## config.mk

```make
export PLATFORM = sky130hd
export DESIGN_NAME = alarm_and_hourly_chime
export DESIGN_NICKNAME = d
export VERILOG_FILES = /design/src/hw/rtl/ahc_pkg.sv /design/src/hw/rtl/ahc_seq.sv /design/src/hw/rtl/alarm_and_hourly_chime.sv
export SDC_FILE = /design/constraint.sdc
export NUM_CORES = 1
export LEC_CHECK = 0
export ABC_AREA = 1
export BUFFER_PORTS_ARGS = -buffer_cell sky130_fd_sc_hd__clkbuf_2
export CAP_MARGIN = 20
export CORE_UTILIZATION = 48
export DETAILED_ROUTE_END_ITERATION = 16
export PLACE_DENSITY = 0.72
export SYNTH_ARGS = -nofsm -noshare
export SYNTH_HDL_FRONTEND = slang
export SYNTH_SLANG_ARGS = --single-unit
```

## constraint.sdc

```tcl
create_clock -name clk -period 8.8 [get_ports clk]
set_input_delay 1.32 -clock clk [delete_from_list [all_inputs] [get_ports clk]]
set_output_delay 1.32 -clock clk [all_outputs]
set_load 0.05 [all_outputs]
```

## src/hw/rtl/ahc_pkg.sv

```systemverilog
// Package for the alarm and hourly chime block: beat types, config set,
// phase codes, register indexes and tick counts.
// No dependencies.
`timescale 1ns / 1ps

package ahc_pkg;

  // tick counts for the two countdowns
  localparam logic [15:0] ALARM_TICKS = 16'd600;
  localparam logic [7:0]  CHIME_TICKS = 8'd20;

  // register map
  localparam int          REG_AW = 3;
  localparam int          PADDR_W = REG_AW + 2;
  localparam logic [REG_AW-1:0] REG_ALARM_HOUR       = 3'd0;
  localparam logic [REG_AW-1:0] REG_ALARM_MINUTE     = 3'd1;
  localparam logic [REG_AW-1:0] REG_ALARM_ENABLE     = 3'd2;
  localparam logic [REG_AW-1:0] REG_CHIME_ENABLE     = 3'd3;
  localparam logic [REG_AW-1:0] REG_CHIME_START_HOUR = 3'd4;
  localparam logic [REG_AW-1:0] REG_CHIME_STOP_HOUR  = 3'd5;

  // reset value of the chime window end
  localparam logic [4:0] CHIME_STOP_RESET = 5'd23;

  typedef enum logic [1:0] {
    PH_ARMED   = 2'd0,
    PH_RINGING = 2'd1,
    PH_DONE    = 2'd2
  } ahc_phase_t;

  typedef struct packed {
    logic [4:0] hour_now;
    logic [5:0] minute_now;
    logic [5:0] second_now;
    logic       key_pressed;
  } ahc_in_t;

  typedef struct packed {
    logic buzzer_on;
    logic alarm_ringing;
    logic chime_ringing;
  } ahc_out_t;

  typedef struct packed {
    logic [4:0] wake_hour;
    logic [5:0] wake_minute;
    logic       alarm_enable;
    logic       chime_enable;
    logic [4:0] chime_start_hour;
    logic [4:0] chime_stop_hour;
  } ahc_cfg_t;

endpackage

```

## src/hw/rtl/ahc_seq.sv

```systemverilog
// Alarm and chime sequencer state: phases, countdowns and request count,
// advanced by one tick per step. Result is the post-tick status.
// Depends on ahc_pkg.
`timescale 1ns / 1ps

module ahc_seq (
  input  logic            clk,
  input  logic            rst,
  input  logic            step,
  input  ahc_pkg::ahc_in_t  item,
  input  ahc_pkg::ahc_cfg_t cfg,
  output ahc_pkg::ahc_out_t res
);
  import ahc_pkg::*;

  ahc_phase_t  alarm_phase, alarm_phase_next;
  logic [15:0] alarm_remaining, alarm_remaining_next;
  ahc_phase_t  chime_phase, chime_phase_next;
  logic [7:0]  chime_remaining, chime_remaining_next;
  logic [1:0]  sound_requests, sound_requests_next;

  logic        skip_chime;
  logic        in_window;
  logic        a_up, a_down, c_up, c_down;
  logic [15:0] alarm_dec;
  logic [7:0]  chime_dec;

  // chime hour window, wrapping past midnight when start > stop
  always_comb begin
    if (cfg.chime_start_hour <= cfg.chime_stop_hour) begin
      in_window = (cfg.chime_start_hour <= item.hour_now) &&
                  (item.hour_now <= cfg.chime_stop_hour);
    end else begin
      in_window = (cfg.chime_start_hour <= item.hour_now) ||
                  (item.hour_now <= cfg.chime_stop_hour);
    end
  end

  // saturating countdown steps
  assign alarm_dec = (alarm_remaining != '0) ? alarm_remaining - 16'd1 : '0;
  assign chime_dec = (chime_remaining != '0) ? chime_remaining - 8'd1 : '0;

  // alarm phase
  always_comb begin
    alarm_phase_next     = alarm_phase;
    alarm_remaining_next = alarm_remaining;
    a_up                 = 1'b0;
    a_down               = 1'b0;
    skip_chime           = 1'b0;
    unique case (alarm_phase)
      PH_RINGING: begin
        if (item.key_pressed) begin
          alarm_phase_next     = PH_DONE;
          alarm_remaining_next = '0;
          a_down               = 1'b1;
          skip_chime           = 1'b1;
        end else begin
          alarm_remaining_next = alarm_dec;
          if (alarm_dec == '0) begin
            alarm_phase_next = PH_DONE;
            a_down           = 1'b1;
          end
        end
      end
      PH_DONE: begin
        if (cfg.wake_hour != item.hour_now) begin
          alarm_phase_next = PH_ARMED;
        end
      end
      default: begin
        alarm_phase_next = PH_ARMED;
        if (cfg.alarm_enable && (cfg.wake_hour == item.hour_now) &&
            (cfg.wake_minute == item.minute_now)) begin
          alarm_phase_next     = PH_RINGING;
          alarm_remaining_next = ALARM_TICKS;
          a_up                 = 1'b1;
        end
      end
    endcase
  end

  // chime phase, held when a key silences the alarm
  always_comb begin
    chime_phase_next     = chime_phase;
    chime_remaining_next = chime_remaining;
    c_up                 = 1'b0;
    c_down               = 1'b0;
    if (!skip_chime) begin
      unique case (chime_phase)
        PH_RINGING: begin
          chime_remaining_next = chime_dec;
          if (chime_dec == '0) begin
            chime_phase_next = PH_DONE;
            c_down           = 1'b1;
          end
        end
        PH_DONE: begin
          if (item.minute_now != '0) begin
            chime_phase_next = PH_ARMED;
          end
        end
        default: begin
          chime_phase_next = PH_ARMED;
          if (cfg.chime_enable && (item.minute_now == '0) &&
              (item.second_now == '0) && in_window) begin
            chime_phase_next     = PH_RINGING;
            chime_remaining_next = CHIME_TICKS;
            c_up                 = 1'b1;
          end
        end
      endcase
    end
  end

  // request count, modulo four
  assign sound_requests_next = sound_requests + {1'b0, a_up} + {1'b0, c_up}
                               - {1'b0, a_down} - {1'b0, c_down};

  // post-tick status
  assign res.buzzer_on     = (sound_requests_next != '0);
  assign res.alarm_ringing = (alarm_phase_next == PH_RINGING);
  assign res.chime_ringing = (chime_phase_next == PH_RINGING);

  // state registers
  always_ff @(posedge clk) begin
    if (rst) begin
      alarm_phase     <= PH_ARMED;
      alarm_remaining <= '0;
      chime_phase     <= PH_ARMED;
      chime_remaining <= '0;
      sound_requests  <= '0;
    end else if (step) begin
      alarm_phase     <= alarm_phase_next;
      alarm_remaining <= alarm_remaining_next;
      chime_phase     <= chime_phase_next;
      chime_remaining <= chime_remaining_next;
      sound_requests  <= sound_requests_next;
    end
  end

endmodule

```

## src/hw/rtl/alarm_and_hourly_chime.sv

```systemverilog
// Alarm and hourly chime: tick input register, sequencer and result register.
// Each tick is held in the input register until the result register is free.
// Throughput: one tick per cycle while the result side takes every result.
// An empty input register takes a new beat while a result waits to be taken.
// Reset (rst, synchronous, active high) arms both sequencers, clears the
// countdowns and request count, and loads the register reset values.
`timescale 1ns / 1ps

module alarm_and_hourly_chime (
  input  logic                         clk,
  input  logic                         rst,
  // tick channel
  input  logic                         in_valid,
  output logic                         in_ready,
  input  ahc_pkg::ahc_in_t             in_data,
  // result channel
  output logic                         out_valid,
  input  logic                         out_ready,
  output ahc_pkg::ahc_out_t            out_data,
  // config port
  input  logic                         psel,
  input  logic                         penable,
  input  logic                         pwrite,
  input  logic [ahc_pkg::PADDR_W-1:0]  paddr,
  input  logic [31:0]                  pwdata,
  output logic [31:0]                  prdata,
  output logic                         pready
);
  import ahc_pkg::*;

  ahc_cfg_t          cfg;
  ahc_in_t           in_q;
  logic              in_q_valid;
  logic              advance;
  ahc_out_t          res;
  logic [REG_AW-1:0] reg_idx;
  logic              wr_en;

  // config registers
  assign pready  = 1'b1;
  assign reg_idx = paddr[PADDR_W-1:2];
  assign wr_en   = psel && penable && pwrite;

  always_ff @(posedge clk) begin
    if (rst) begin
      cfg.wake_hour        <= '0;
      cfg.wake_minute      <= '0;
      cfg.alarm_enable     <= 1'b0;
      cfg.chime_enable     <= 1'b0;
      cfg.chime_start_hour <= '0;
      cfg.chime_stop_hour  <= CHIME_STOP_RESET;
    end else if (wr_en) begin
      unique case (reg_idx)
        REG_ALARM_HOUR:       cfg.wake_hour        <= pwdata[4:0];
        REG_ALARM_MINUTE:     cfg.wake_minute      <= pwdata[5:0];
        REG_ALARM_ENABLE:     cfg.alarm_enable     <= pwdata[0];
        REG_CHIME_ENABLE:     cfg.chime_enable     <= pwdata[0];
        REG_CHIME_START_HOUR: cfg.chime_start_hour <= pwdata[4:0];
        REG_CHIME_STOP_HOUR:  cfg.chime_stop_hour  <= pwdata[4:0];
        default: ;
      endcase
    end
  end

  // register read back
  always_comb begin
    prdata = '0;
    unique case (reg_idx)
      REG_ALARM_HOUR:       prdata[4:0] = cfg.wake_hour;
      REG_ALARM_MINUTE:     prdata[5:0] = cfg.wake_minute;
      REG_ALARM_ENABLE:     prdata[0]   = cfg.alarm_enable;
      REG_CHIME_ENABLE:     prdata[0]   = cfg.chime_enable;
      REG_CHIME_START_HOUR: prdata[4:0] = cfg.chime_start_hour;
      REG_CHIME_STOP_HOUR:  prdata[4:0] = cfg.chime_stop_hour;
      default: ;
    endcase
  end

  // a held tick moves on when the result register is free or being drained
  assign advance  = in_q_valid && (!out_valid || out_ready);
  assign in_ready = !in_q_valid || advance;

  // tick input register
  always_ff @(posedge clk) begin
    if (rst) begin
      in_q_valid <= 1'b0;
    end else if (in_ready) begin
      in_q_valid <= in_valid;
    end
  end

  always_ff @(posedge clk) begin
    if (in_valid && in_ready) begin
      in_q <= in_data;
    end
  end

  // sequencer
  ahc_seq u_seq (
    .clk  (clk),
    .rst  (rst),
    .step (advance),
    .item (in_q),
    .cfg  (cfg),
    .res  (res)
  );

  // result register
  always_ff @(posedge clk) begin
    if (rst) begin
      out_valid <= 1'b0;
    end else if (advance) begin
      out_valid <= 1'b1;
    end else if (out_ready) begin
      out_valid <= 1'b0;
    end
  end

  always_ff @(posedge clk) begin
    if (advance) begin
      out_data <= res;
    end
  end

endmodule

```

==> reports/metrics.csv <==
metric,value,unit
status,"finished, final reports clean",
fin. max-slew vios,0,
post-synthesis sequential area ratio,36.8,%
CTS max path bufs,2,
Inst Count DP,832,
RR Endpoint,out_data[2]$_DFFE_PP_,
GR Util met3,3.47,%
sequential share of power,44.2,%
CTS Buf Count,9,
Port-buffer cells,44,
die area,10200,sq um
ys async rst share,0,%
vias in the first global route,3936,
RSZ-0062 raised after global routing,false,
drt first pass iters,4,
cell area after layout,5160,sq um
total negative slack,0,ns
Filler Cells Inserted,934,
die width,101,um
first-pass GRT wire length,17.6,mm
arrival time worst endpoint,2.73,ns
layout cell share with drive strength beyond 1,11.0,%
Power Density,167,nW/um^2
# clock sinks,76,
placed wire-length estimate,7.90,mm
CTS tree,done,
post-synthesis average cell area,7.01,sq um
Final nets,800,
Unique masters post-synth,39,
Post-CTS Hold Buffers,0,
grt peak-use layer,met2,
sw frac,32.1,%
Worst-path clk slew,0.08,ns
largest net degree at the start of global routing,30,
Crit Path Class,in2out,
number of synthesized flops with an enable pin,21,
Sequential Area,1730,sq um
ys flop type,dfxtp_1,
Yosys warning total,0,
row cnt,35,
initial antenna violation count,0,
setup violators final,0,
Worst Path Required,7.48,ns
R2R Setup Slk,5.14,ns
die height,101,um
Highest Clock Rate,247,MHz
Max IR drop VDD,0.0900,mV
Routed Antenna Nets,0,
worst hold endpoint,u_seq.chime_remaining[3]$_SDFFE_PP0P_,
worst-margin pin slew,0.855,ns
Multi-input gate area,2430,sq um
final hold violations,0,
drt initial violations,185,
slew margin rel.,43.0,%
Via density,5.06,
RR Startpoint,u_seq.chime_remaining[0]$_SDFFE_PP0P_,
"commonest non-fill, non-tap cells in the layout","nand2_1 (123), inv_1 (101), nor2_1 (95)",
r2r worst-path depth,16,
Placed Area,4930,sq um
final cell utilization of the core,55.0,%
WL per Instance,12.5,um
Comb power frac,19.6,%
num ports,100,
Hold Path Class,reg2reg,
worst-skew pair later-pin latency,0.36,ns
H-tree levels,3,
worst hold stages,2,
"commonest non-fill, non-tap cell in the layout",nand2_1,
post-CTS setup buffer count,0,
Pleak,2.57,nW
CTS resizes,0,
ANT cells,0,
crit path time final,4.05,ns
M2 GR Usage,39.8,%
Total Power,862,uW
Pint,585,uW
routed vias,4287,
clock power share,36.2,%
clk_skew,0.0110,ns
synthesized cell area,4700,sq um
CP endpoint kind,output pin,
min setup slack post-route,4.75,ns
Min Hold Slack,0.484,ns
total grt overflow,0,
Seq cells post-synth,76,
Psw,277,uW
starting density of the core,50.2,%
CTS Root Cell,clkbuf_8,
max-cap violations,0,
P&R area growth vs syn,9.66,%
Detailed Route WL,10.6,mm
Mapped Cells,671,
Tcrit/Tclk final,46.0,%
Crit Path Max Fanout,7,
core box area,9370,sq um
GPL Wtd Cong,0.938,
GRT Util Overall,22.1,%
"Cell Count, Final, Fillers Out",848,
DRC errors left,0,
M1 GR Usage,26.7,%
startpoint class of the critical path,primary input,
dpl ws,4.76,ns
hold_sp,u_seq.chime_remaining[3]$_SDFFE_PP0P_,
## worst max path at each step
stage / slack (ns) / startpoint / cells after the start / end
2_1_floorplan: 5.04 / paddr[2] / 4 / prdata[4]
3_3_place_gp: 4.82 / paddr[4] / 8 / prdata[0]
3_5_place_dp: 4.76 / paddr[4] / 8 / prdata[0]
4_1_cts: 4.76 / paddr[4] / 8 / prdata[0]
5_1_grt: 4.57 / paddr[4] / 8 / prdata[0]
6_report: 4.75 / paddr[4] / 8 / prdata[0]
## critical path, stage by stage
cell and delay (ns):
clkbuf_2 0.15, inv_1 0.08, nor3_1 0.52, nand2_1 0.08
o21ai_0 0.11, nor3_1 0.07, o221ai_1 0.09, clkbuf_2 0.31
## cell families after synthesis
family	after synthesis	synth area share, %
AOI/OAI and AO/OA	118	13.7
xor gates and xnor gates	7	1.30
adders and majority gates	24	6.71
buffers and inverters	140	13.5
DFF	76	36.8
other	2	0.160
and+or+nand+nor	304	27.8
## cell usage after synthesis (7+ instances only)
cell	instances	share of area, %
nand2_1	123	9.8
inv_1	101	8.1
nor2_1	95	7.6
dfxtp_1	55	23
o21ai_0	55	5.9
a21oi_1	45	4.8
nand3_1	39	4.2
buf_4	27	4.3
ha_1	22	5.9
edfxtp_1	21	13
nor3_1	11	1.2
nor4_1	9	1.2
nand2_2	7	0.93
nand4_1	7	0.93
## state kept, by name (all words and copies together) (netlist names)
signal,count
in_q_valid,1
u_seq.chime_remaining,8
cfg,23
out_data,3
u_seq.sound_requests,2
in_q,18
out_valid,1
u_seq.alarm_remaining,16
u_seq.chime_phase,2
u_seq.alarm_phase,2
## area by class of cell
| cell class | count | share of cell area (%) |
|---|---|---|
| timing repair buffer | 44 | 4.27 |
| tap | 129 | 3.13 |
| inverter | 103 | 7.50 |
| sequential | 76 | 33.6 |
| clock inverter | 7 | 2.04 |
| multi-input combinational | 480 | 47.1 |
| clock buffer | 9 | 2.40 |
## routing by layer
layer	part of all wire [%]	up-vias
li1	-	2209
met1	45	1939
met2	49	124
met3	4.5	15
met4	1.6	0
met5	0	-
## power groups by stage
stage / combinational (mW) / sequential, mW / clock (mW)
floorplan: 0.141 / 0.390 / 0
global placement: 0.164 / 0.388 / 0
detailed placement: 0.167 / 0.389 / 0
CTS: 0.168 / 0.381 / 0.318
global route: 0.190 / 0.382 / 0.330
finish: 0.169 / 0.381 / 0.312
No activity file was read; power rests on OpenSTA's default activity.
